File: src/rtl/lmbp_pkg.sv
// ---------------------------------------------------------------------------
// lmbp_pkg
// Shared widths, constants, codes and types of the bifurcation point block.
// ---------------------------------------------------------------------------
package lmbp_pkg;

   // Field and register widths.
   localparam int COL_W      = 14;
   localparam int ROW_W      = 12;
   localparam int X_W        = 32;
   localparam int RATE_W     = 32;
   localparam int RATE_FRAC  = 29;
   localparam int CNT_W      = 12;
   localparam int HEIGHT_W   = 13;
   localparam int CSR_IDX_W  = 3;
   localparam int CSR_DATA_W = 32;
   localparam int PROD_W     = 64;

   // Growth rate ceiling of 4.0 in Q3.29 and the tallest usable image.
   localparam logic [RATE_W-1:0]   RATE_FOUR  = 32'h8000_0000;
   localparam logic [HEIGHT_W-1:0] MAX_HEIGHT = 13'd4096;

   // Register indexes.
   localparam logic [CSR_IDX_W-1:0] REG_RATE_MIN   = 3'd0;
   localparam logic [CSR_IDX_W-1:0] REG_RATE_INC   = 3'd1;
   localparam logic [CSR_IDX_W-1:0] REG_ITER_TOTAL = 3'd2;
   localparam logic [CSR_IDX_W-1:0] REG_KEEP_COUNT = 3'd3;
   localparam logic [CSR_IDX_W-1:0] REG_X_START    = 3'd4;
   localparam logic [CSR_IDX_W-1:0] REG_HEIGHT     = 3'd5;

   // Register reset values.
   localparam logic [RATE_W-1:0]   RST_RATE_MIN   = 32'd1342177280;
   localparam logic [RATE_W-1:0]   RST_RATE_INC   = 32'd67114;
   localparam logic [CNT_W-1:0]    RST_ITER_TOTAL = 12'd2000;
   localparam logic [CNT_W-1:0]    RST_KEEP_COUNT = 12'd400;
   localparam logic [X_W-1:0]      RST_X_START    = 32'h8000_0000;
   localparam logic [HEIGHT_W-1:0] RST_HEIGHT     = 13'd4000;

   // Operand selection of the shared multiplier.
   localparam logic [1:0] MUL_RATE  = 2'd0;
   localparam logic [1:0] MUL_XX    = 2'd1;
   localparam logic [1:0] MUL_GROW  = 2'd2;
   localparam logic [1:0] MUL_ROW   = 2'd3;

   typedef struct packed {
      logic [RATE_W-1:0]   rate_min;
      logic [RATE_W-1:0]   rate_increment;
      logic [CNT_W-1:0]    iteration_total;
      logic [CNT_W-1:0]    keep_count;
      logic [X_W-1:0]      x_start;
      logic [HEIGHT_W-1:0] image_height;
   } cfg_type;

   // Commands from the controller to the datapath.
   typedef struct packed {
      logic       take_item;
      logic       mul_en;
      logic [1:0] mul_sel;
      logic       load_column;
      logic       update_x;
      logic       emit;
   } cmd_type;

   // Status from the datapath to the controller.
   typedef struct packed {
      logic exhausted;
      logic total_zero;
      logic keep_point;
      logic out_free;
   } status_type;

endpackage

File: src/rtl/lmbp_csr.sv
// ---------------------------------------------------------------------------
// lmbp_csr
// Configuration registers, written through a plain write port.
// ---------------------------------------------------------------------------
module lmbp_csr
   import lmbp_pkg::*;
(
   input  logic                  clock,
   input  logic                  reset,
   input  logic                  csr_wr_en,
   input  logic [CSR_IDX_W-1:0]  csr_index,
   input  logic [CSR_DATA_W-1:0] csr_wdata,
   output cfg_type               cfg
);

   cfg_type cfg_ff, cfg_in;

   // Decode the write; indexes beyond the list are ignored.
   always_comb begin
      cfg_in = cfg_ff;
      if (csr_wr_en) begin
         unique case (csr_index)
            REG_RATE_MIN:   cfg_in.rate_min        = csr_wdata[RATE_W-1:0];
            REG_RATE_INC:   cfg_in.rate_increment  = csr_wdata[RATE_W-1:0];
            REG_ITER_TOTAL: cfg_in.iteration_total = csr_wdata[CNT_W-1:0];
            REG_KEEP_COUNT: cfg_in.keep_count      = csr_wdata[CNT_W-1:0];
            REG_X_START:    cfg_in.x_start         = csr_wdata[X_W-1:0];
            REG_HEIGHT:     cfg_in.image_height    = csr_wdata[HEIGHT_W-1:0];
            default:        cfg_in = cfg_ff;
         endcase
      end
   end

   always_ff @(posedge clock) begin
      if (reset) begin
         cfg_ff.rate_min        <= RST_RATE_MIN;
         cfg_ff.rate_increment  <= RST_RATE_INC;
         cfg_ff.iteration_total <= RST_ITER_TOTAL;
         cfg_ff.keep_count      <= RST_KEEP_COUNT;
         cfg_ff.x_start         <= RST_X_START;
         cfg_ff.image_height    <= RST_HEIGHT;
      end else begin
         cfg_ff <= cfg_in;
      end
   end

   assign cfg = cfg_ff;

endmodule

File: src/rtl/lmbp_ctrl.sv
// ---------------------------------------------------------------------------
// lmbp_ctrl
// Sequencer that steps one item through the shared multiplier.
// ---------------------------------------------------------------------------
module lmbp_ctrl
   import lmbp_pkg::*;
(
   input  logic       clock,
   input  logic       reset,
   input  logic       req_valid,
   input  logic       req_start_req,
   output logic       req_ready,
   input  status_type status,
   output cmd_type    cmd
);

   localparam logic [2:0] S_IDLE = 3'd0;
   localparam logic [2:0] S_RATE = 3'd1;
   localparam logic [2:0] S_LOAD = 3'd2;
   localparam logic [2:0] S_MUL1 = 3'd3;
   localparam logic [2:0] S_MUL2 = 3'd4;
   localparam logic [2:0] S_UPD  = 3'd5;
   localparam logic [2:0] S_ROW  = 3'd6;
   localparam logic [2:0] S_EMIT = 3'd7;

   logic [2:0] state_ff, state_in;
   logic       take;

   assign req_ready = (state_ff == S_IDLE);
   assign take      = req_valid && req_ready;

   // Next state and commands.
   always_comb begin
      state_in        = state_ff;
      cmd             = '0;
      cmd.take_item   = take;
      unique case (state_ff)
         S_IDLE: begin
            if (take) begin
               if (req_start_req) begin
                  state_in = S_RATE;
               end else if (!status.exhausted) begin
                  state_in = S_MUL1;
               end
            end
         end
         S_RATE: begin
            cmd.mul_en  = 1'b1;
            cmd.mul_sel = MUL_RATE;
            state_in    = S_LOAD;
         end
         S_LOAD: begin
            cmd.load_column = 1'b1;
            state_in        = status.total_zero ? S_IDLE : S_MUL1;
         end
         S_MUL1: begin
            cmd.mul_en  = 1'b1;
            cmd.mul_sel = MUL_XX;
            state_in    = S_MUL2;
         end
         S_MUL2: begin
            cmd.mul_en  = 1'b1;
            cmd.mul_sel = MUL_GROW;
            state_in    = S_UPD;
         end
         S_UPD: begin
            cmd.update_x = 1'b1;
            state_in     = status.keep_point ? S_ROW : S_IDLE;
         end
         S_ROW: begin
            cmd.mul_en  = 1'b1;
            cmd.mul_sel = MUL_ROW;
            state_in    = S_EMIT;
         end
         S_EMIT: begin
            if (status.out_free) begin
               cmd.emit = 1'b1;
               state_in = S_IDLE;
            end
         end
         default: state_in = S_IDLE;
      endcase
   end

   always_ff @(posedge clock) begin
      if (reset) begin
         state_ff <= S_IDLE;
      end else begin
         state_ff <= state_in;
      end
   end

endmodule

File: src/rtl/lmbp_datapath.sv
// ---------------------------------------------------------------------------
// lmbp_datapath
// Map state, shared 32 by 32 multiplier and the result register.
// ---------------------------------------------------------------------------
module lmbp_datapath
   import lmbp_pkg::*;
(
   input  logic             clock,
   input  logic             reset,
   input  cfg_type          cfg,
   input  cmd_type          cmd,
   output status_type       status,
   input  logic [COL_W-1:0] req_column,
   output logic             rsp_valid,
   input  logic             rsp_ready,
   output logic [COL_W-1:0] rsp_point_column,
   output logic [ROW_W-1:0] rsp_point_row,
   output logic [X_W-1:0]   rsp_x_value,
   output logic             rsp_last
);

   logic [COL_W-1:0]  req_col_ff;
   logic [X_W-1:0]    population_ff, population_in;
   logic [RATE_W-1:0] growth_rate_ff, growth_rate_in;
   logic [CNT_W-1:0]  count_ff, count_in;
   logic [COL_W-1:0]  column_ff, column_in;
   logic [PROD_W-1:0] prod_ff;
   logic              last_ff, last_in;
   logic              rsp_valid_ff, rsp_valid_in;
   logic [COL_W-1:0]  out_col_ff;
   logic [ROW_W-1:0]  out_row_ff;
   logic [X_W-1:0]    out_x_ff;
   logic              out_last_ff;

   logic [31:0]       mul_a, mul_b;
   logic [RATE_W+15-1:0] rate_sum;
   logic [RATE_W-1:0] rate_sat;
   logic [X_W+2:0]    x_wide;
   logic [X_W-1:0]    x_sat;
   logic [CNT_W-1:0]  first_kept;
   logic [HEIGHT_W-1:0] height_eff;
   logic [ROW_W-1:0]  height_m1;
   logic [31:0]       row_raw;
   logic [ROW_W-1:0]  row_val;

   // Usable height: zero counts as one, and the image is at most MAX_HEIGHT rows.
   always_comb begin
      if (cfg.image_height == '0) begin
         height_eff = HEIGHT_W'(1);
      end else if (cfg.image_height > MAX_HEIGHT) begin
         height_eff = MAX_HEIGHT;
      end else begin
         height_eff = cfg.image_height;
      end
   end
   assign height_m1 = ROW_W'(height_eff - HEIGHT_W'(1));

   // Operand selection. The negation gives 1 - x; for x of zero the product is
   // zero either way, which matches the exact result.
   always_comb begin
      case (cmd.mul_sel)
         MUL_RATE: begin
            mul_a = 32'(req_col_ff);
            mul_b = cfg.rate_increment;
         end
         MUL_XX: begin
            mul_a = population_ff;
            mul_b = -population_ff;
         end
         MUL_GROW: begin
            mul_a = growth_rate_ff;
            mul_b = prod_ff[PROD_W-1:X_W];
         end
         default: begin
            mul_a = -population_ff;
            mul_b = 32'(height_m1);
         end
      endcase
   end

   // Growth rate of a new column, saturated at 4.0. The column field is
   // exactly as wide as the column range, so no wrap is needed.
   assign rate_sum = (RATE_W+15)'(cfg.rate_min) + prod_ff[RATE_W+15-1:0];
   assign rate_sat = (rate_sum > (RATE_W+15)'(RATE_FOUR)) ? RATE_FOUR
                                                          : rate_sum[RATE_W-1:0];

   // New population from r * p, held just below 1.0.
   assign x_wide = prod_ff[PROD_W-1:RATE_FRAC];
   assign x_sat  = (x_wide[X_W+2:X_W] != '0) ? '1 : x_wide[X_W-1:0];

   // First iteration that gives a plotted point.
   assign first_kept = (cfg.iteration_total > cfg.keep_count)
                     ? cfg.iteration_total - cfg.keep_count : '0;

   // Plot row; a population of zero means the full height.
   assign row_raw = prod_ff[PROD_W-1:X_W];
   always_comb begin
      if (population_ff == '0) begin
         row_val = height_m1;
      end else if (row_raw > 32'(height_m1)) begin
         row_val = height_m1;
      end else begin
         row_val = row_raw[ROW_W-1:0];
      end
   end

   // Next values of the map state.
   always_comb begin
      population_in  = population_ff;
      growth_rate_in = growth_rate_ff;
      count_in       = count_ff;
      column_in      = column_ff;
      last_in        = last_ff;
      if (cmd.load_column) begin
         growth_rate_in = rate_sat;
         population_in  = cfg.x_start;
         column_in      = req_col_ff;
         count_in       = '0;
      end
      if (cmd.update_x) begin
         population_in = x_sat;
         count_in      = count_ff + CNT_W'(1);
         last_in       = ({1'b0, count_ff} + (CNT_W+1)'(1)) == {1'b0, cfg.iteration_total};
      end
   end

   // The result register is freed by the consumer and refilled by the sequencer.
   always_comb begin
      rsp_valid_in = rsp_valid_ff;
      if (rsp_ready) begin
         rsp_valid_in = 1'b0;
      end
      if (cmd.emit) begin
         rsp_valid_in = 1'b1;
      end
   end

   always_ff @(posedge clock) begin
      if (reset) begin
         population_ff  <= '0;
         growth_rate_ff <= '0;
         count_ff       <= '0;
         column_ff      <= '0;
         rsp_valid_ff   <= 1'b0;
      end else begin
         population_ff  <= population_in;
         growth_rate_ff <= growth_rate_in;
         count_ff       <= count_in;
         column_ff      <= column_in;
         rsp_valid_ff   <= rsp_valid_in;
      end
   end

   // Payload registers.
   always_ff @(posedge clock) begin
      last_ff <= last_in;
      if (cmd.take_item) begin
         req_col_ff <= req_column;
      end
      if (cmd.mul_en) begin
         prod_ff <= mul_a * mul_b;
      end
      if (cmd.emit) begin
         out_col_ff  <= column_ff;
         out_row_ff  <= row_val;
         out_x_ff    <= population_ff;
         out_last_ff <= last_ff;
      end
   end

   assign status.exhausted  = (count_ff >= cfg.iteration_total);
   assign status.total_zero = (cfg.iteration_total == '0);
   assign status.keep_point = (count_ff >= first_kept);
   assign status.out_free   = !rsp_valid_ff || rsp_ready;

   assign rsp_valid        = rsp_valid_ff;
   assign rsp_point_column = out_col_ff;
   assign rsp_point_row    = out_row_ff;
   assign rsp_x_value      = out_x_ff;
   assign rsp_last         = out_last_ff;

endmodule

File: src/rtl/logistic_map_bifurcation_point_gen.sv
// A plain tick steps through MUL1, MUL2, UPD, ROW and EMIT, a start tick first through
// RATE and LOAD; one that keeps no point ends after UPD, and one past the column's end
// does nothing. Ticks are taken only in idle, and EMIT waits for a free result
// register. The single shared multiplier is used in turn by every product of a tick.
// Reset is synchronous and active high: the map state clears to zero and the
// registers take their defaults; no clearing pass is needed.
// ---------------------------------------------------------------------------
// logistic_map_bifurcation_point_gen
// Iterates the logistic map per column and emits the plotted points.
// ---------------------------------------------------------------------------
module logistic_map_bifurcation_point_gen
   import lmbp_pkg::*;
(
   input  logic                  clock,
   input  logic                  reset,
   input  logic                  req_valid,
   output logic                  req_ready,
   input  logic                  req_start_req,
   input  logic [COL_W-1:0]      req_column,
   output logic                  rsp_valid,
   input  logic                  rsp_ready,
   output logic [COL_W-1:0]      rsp_point_column,
   output logic [ROW_W-1:0]      rsp_point_row,
   output logic [X_W-1:0]        rsp_x_value,
   output logic                  rsp_last,
   input  logic                  csr_wr_en,
   input  logic [CSR_IDX_W-1:0]  csr_index,
   input  logic [CSR_DATA_W-1:0] csr_wdata
);

   cfg_type    cfg;
   cmd_type    cmd;
   status_type status;

   lmbp_csr u_csr (
      .clock     (clock),
      .reset     (reset),
      .csr_wr_en (csr_wr_en),
      .csr_index (csr_index),
      .csr_wdata (csr_wdata),
      .cfg       (cfg)
   );

   lmbp_ctrl u_ctrl (
      .clock         (clock),
      .reset         (reset),
      .req_valid     (req_valid),
      .req_start_req (req_start_req),
      .req_ready     (req_ready),
      .status        (status),
      .cmd           (cmd)
   );

   lmbp_datapath u_datapath (
      .clock            (clock),
      .reset            (reset),
      .cfg              (cfg),
      .cmd              (cmd),
      .status           (status),
      .req_column       (req_column),
      .rsp_valid        (rsp_valid),
      .rsp_ready        (rsp_ready),
      .rsp_point_column (rsp_point_column),
      .rsp_point_row    (rsp_point_row),
      .rsp_x_value      (rsp_x_value),
      .rsp_last         (rsp_last)
   );

endmodule

File: config.mk
export PLATFORM = sky130hd
export DESIGN_NAME = logistic_map_bifurcation_point_gen
export DESIGN_NICKNAME = d
export VERILOG_FILES = /design/src/rtl/lmbp_pkg.sv /design/src/rtl/lmbp_csr.sv /design/src/rtl/lmbp_ctrl.sv /design/src/rtl/lmbp_datapath.sv /design/src/rtl/logistic_map_bifurcation_point_gen.sv
export SDC_FILE = /design/constraint.sdc
export NUM_CORES = 2
export LEC_CHECK = 0
export BUFFER_PORTS_ARGS = -buffer_cell sky130_fd_sc_hd__buf_2
export CAP_MARGIN = 20
export CORE_UTILIZATION = 55
export DETAILED_ROUTE_END_ITERATION = 8
export PLACE_DENSITY = 0.74
export SKIP_LAST_GASP = 1
export SYNTH_ARGS = -nofsm -noshare
export SYNTH_HDL_FRONTEND = slang
export SYNTH_SLANG_ARGS = --single-unit
File: constraint.sdc
create_clock -name clock -period 8.83 [get_ports clock]
set_clock_uncertainty 0.05 [all_clocks]
set_input_delay 2.649 -clock clock [delete_from_list [all_inputs] [get_ports clock]]
set_output_delay 2.649 -clock clock [all_outputs]
set_load 0.1 [all_outputs]
==> metrics.csv <==
metric,value,unit
run_status,"finished, violations left",
violations,negative setup slack,
hold_viol_final,0,
synth_area_per_cell,8.68,µm²
fraction_of_registers_with_async_set_or_reset_after_synthesis,0,
clk_pin_slew,0.07,ns
postSynthRegisterBits,365,
worst_setup_path_end_kind,flop,
gr-usage-all-layers,0.393,
dp.final_hpwl,149000,µm
detail_route.first_pass.iterations,6,
grt_max_degree,124,
cts_buffers,38,
number_of_synthesized_flops_with_an_enable_pin,138,
min_path_cells,0,
maxSlewViolCount,0,
count_of_non_filler_cells_in_the_finished_layout,7749,
drt.antenna.violating_nets,0,
worst_skew_pair.late_latency,0.58,ns
fmax,0.101,GHz
synthDominantAreaCellType,sky130_fd_sc_hd__fa_1,
timing_worst_setup_path_type,flop to flop,
syn_inst,5867,
ff2ff_setup_slack,-1.02,ns
worst_ep_arrival_time,10.10,ns
core_area,91700,µm²
worst-path-stages,36,
worst_slew_pin_slew,1.05,ns
grt_first_pass_wirelength,276000,µm
timing.critical_path.fanout_max,9,
worst_r2r_startpoint,u_datapath.population_ff[11],
synth.top_cell.area_share,0.353,
finalSetupTns,-28.74,ns
number_of_distinct_library_cells_after_synthesis,79,
io_buffers,115,
finalSetupViolCount,40,
clk_root_buffer_cell,sky130_fd_sc_hd__clkbuf_16,
final_critical_path_setup_slack,-1.02,ns
crit_end,u_datapath.prod_ff[59],
timing.critical_path.slowest_stage_cell,sky130_fd_sc_hd__fa_2,
cts.sink_count,365,
slew_headroom,0.301,
die_h,306,µm
gr-total-overflow,0,
critical-path-top-delay-family,adder cells,
routed-via-count,45100,
hold_path_class,flop to flop,
synth_ff_type,sky130_fd_sc_hd__dfxtp_1,
postSynthNetCount,7167,
routed_wire_length_per_instance,23.6,µm
preCtsSetupSlack,-1.22,ns
initialDrtViolationCount,4305,
rr_worst_depth,36,
std_cell_rows,111,
floorplan.die_area,93900,µm²
worst_setup_path_startpoint,u_datapath.population_ff[11],
gp_congestion,1.02,
drive_above_1_share,0.192,
top_level_ports,116,
post-route-period-util,1.12,
layout_overhead_on_the_synthesized_area,20.9,%
ctsHtreeMaxLevel,2,
rsz0062_at_grt,yes,
place.detailed.instances,7625,
detail_route.drc_violations,0,
max_cap_viol_count,0,
routed_wl,183000,µm
critical_path_buf_inv_count,8,
grt_pass1_vias,46700,
synth_area,51000,µm²
cp_common_cell,sky130_fd_sc_hd__fa_1,
bufs_on_longest_clock_path,3,
post-route-min-period,9.85,ns
critPathRequiredTime,9.07,ns
ys_seq_area_frac,0.171,
netlist_top_cells_area,"sky130_fd_sc_hd__fa_1 (35%), sky130_fd_sc_hd__dfxtp_1 (8.9%), sky130_fd_sc_hd__ha_1 (8.5%)",
tritoncts,yes,
cp_slowest_stage_delay,0.58,ns
antenna_found_initial,6,
die_w,306,µm
critPathLaunchType,flop,
yosys_warnings,0,
hold_buffers,0,
rr_endpoint,u_datapath.prod_ff[59],
finish.net_count,7832,
viasPerCell,5.81,
initial_core_util,0.556,
synth_stat cells, drive strengths merged, types with 11 or more instances:
cell and n:
inv 924, fa 898, o21a 39, nand4 41
edfxtp 138, nor4 19, a21oi 292, nand3 40
nor2 530, dfxtp 227, ha 347, o21ai 179
mux2i 34, and3 21, buf 34, nand2b 29
o211ai 13, and2 59, nor3 43, a31oi 58
xnor2 101, a21o 69, or3 17, o21bai 23
nand3b 24, nand2 1140, clkbuf 267, a22oi 17
o31ai 39, or2 11, xor2 65, nor2b 17
worst min-delay path by stage:
stage / from / slack [ns] / endpoint
finish: u_datapath.last_ff / 0.38 / u_datapath.rsp_last
global route: u_datapath.column_ff[5] / 0.39 / u_datapath.rsp_point_column[5]
CTS: u_datapath.column_ff[8] / 0.38 / u_datapath.rsp_point_column[8]
detailed placement: u_datapath.column_ff[7] / 0.37 / u_datapath.rsp_point_column[7]
global placement: u_datapath.last_ff / 0.36 / u_datapath.rsp_last
floorplan: u_datapath.last_ff / 0.35 / u_datapath.rsp_last
logic make-up after synthesis:
family                   count (synthesis)  synth area share
AO/OA/AOI/OAI                          806            0.0967
XOR/XNOR                               166            0.0285
adder cells (fa/ha/maj)               1245             0.438
buffers and inverters                 1226            0.0913
flip-flops                             365             0.171
multiplexers                            46           0.00999
AND/OR/NAND/NOR                       2013             0.165
per-layer routing:
layer,GRT usage,up-vias,part of all wire
met5,0,-,0.00031
met4,0.257,8,0.078
met3,0.0605,610,0.087
met2,0.639,2287,0.47
met1,0.488,22400,0.37
li1,-,19700,-
repair_timing:
action	4_1_cts	5_1_grt
buffers inserted	26	32
pin swaps	37	106
setup endpoints to repair	45	47
resized for setup	93	164
layout make-up:
class	instances	area (µm²)
Inverter	925	3470
Timing Repair Buffer	926	7610
Sequential cell	365	8690
Clock buffer	44	1000
Multi-Input combinational cell	4276	39000
Clock inverter	26	297
Tap cell	1186	1480
Fill cell	7422	30100
Antenna cell	1	2.50
worst register-to-register path: cells and delay by family, from the launching register on:
kind | cells | cell delay [ns]
adders and majority gates | 9 | 4.35
DFF | 1 | 0.32
AOI/OAI and AO/OA | 7 | 1.13
xor gates and xnor gates | 2 | 0.29
buffers and inverters | 8 | 1.04
and+or+nand+nor | 10 | 2.38
metrics by stage:
stage                     instance area (µm²)  hold slack, ns   util
after floorplan                         51200           0.350      -
after global placement                  58600           0.356  0.640
after detailed placement                58600           0.366  0.640
after CTS                               60600           0.381  0.661
after global routing                    61600           0.389  0.672
final                                   61600           0.377  0.672
layout by cell type, fill, tap and decap left out, types with 118 or more instances in the layout:
cell type,count
sky130_fd_sc_hd__a21oi_1,259
sky130_fd_sc_hd__fa_1,877
sky130_fd_sc_hd__nor2_1,510
sky130_fd_sc_hd__edfxtp_1,138
sky130_fd_sc_hd__nand2_1,1128
sky130_fd_sc_hd__inv_1,917
sky130_fd_sc_hd__buf_4,715
sky130_fd_sc_hd__o21ai_0,118
sky130_fd_sc_hd__ha_1,326
sky130_fd_sc_hd__dfxtp_1,224
registers in the layout (all words and copies together), names as in the netlist:
name / count
u_csr.cfg: 133
u_datapath.prod_ff: 64
u_datapath.growth_rate_ff: 32
u_datapath.population_ff: 32
u_datapath.rsp_x_value: 32
u_datapath.column_ff: 14
u_datapath.req_col_ff: 14
u_datapath.rsp_point_column: 14
u_datapath.count_ff: 12
u_datapath.rsp_point_row: 12
u_ctrl.state_ff: 3
u_datapath.last_ff: 1
u_datapath.rsp_last: 1
u_datapath.rsp_valid: 1
Power is not shown: default switching activity piles up to over one toggle a cycle in this logic, so the estimate is an artifact.
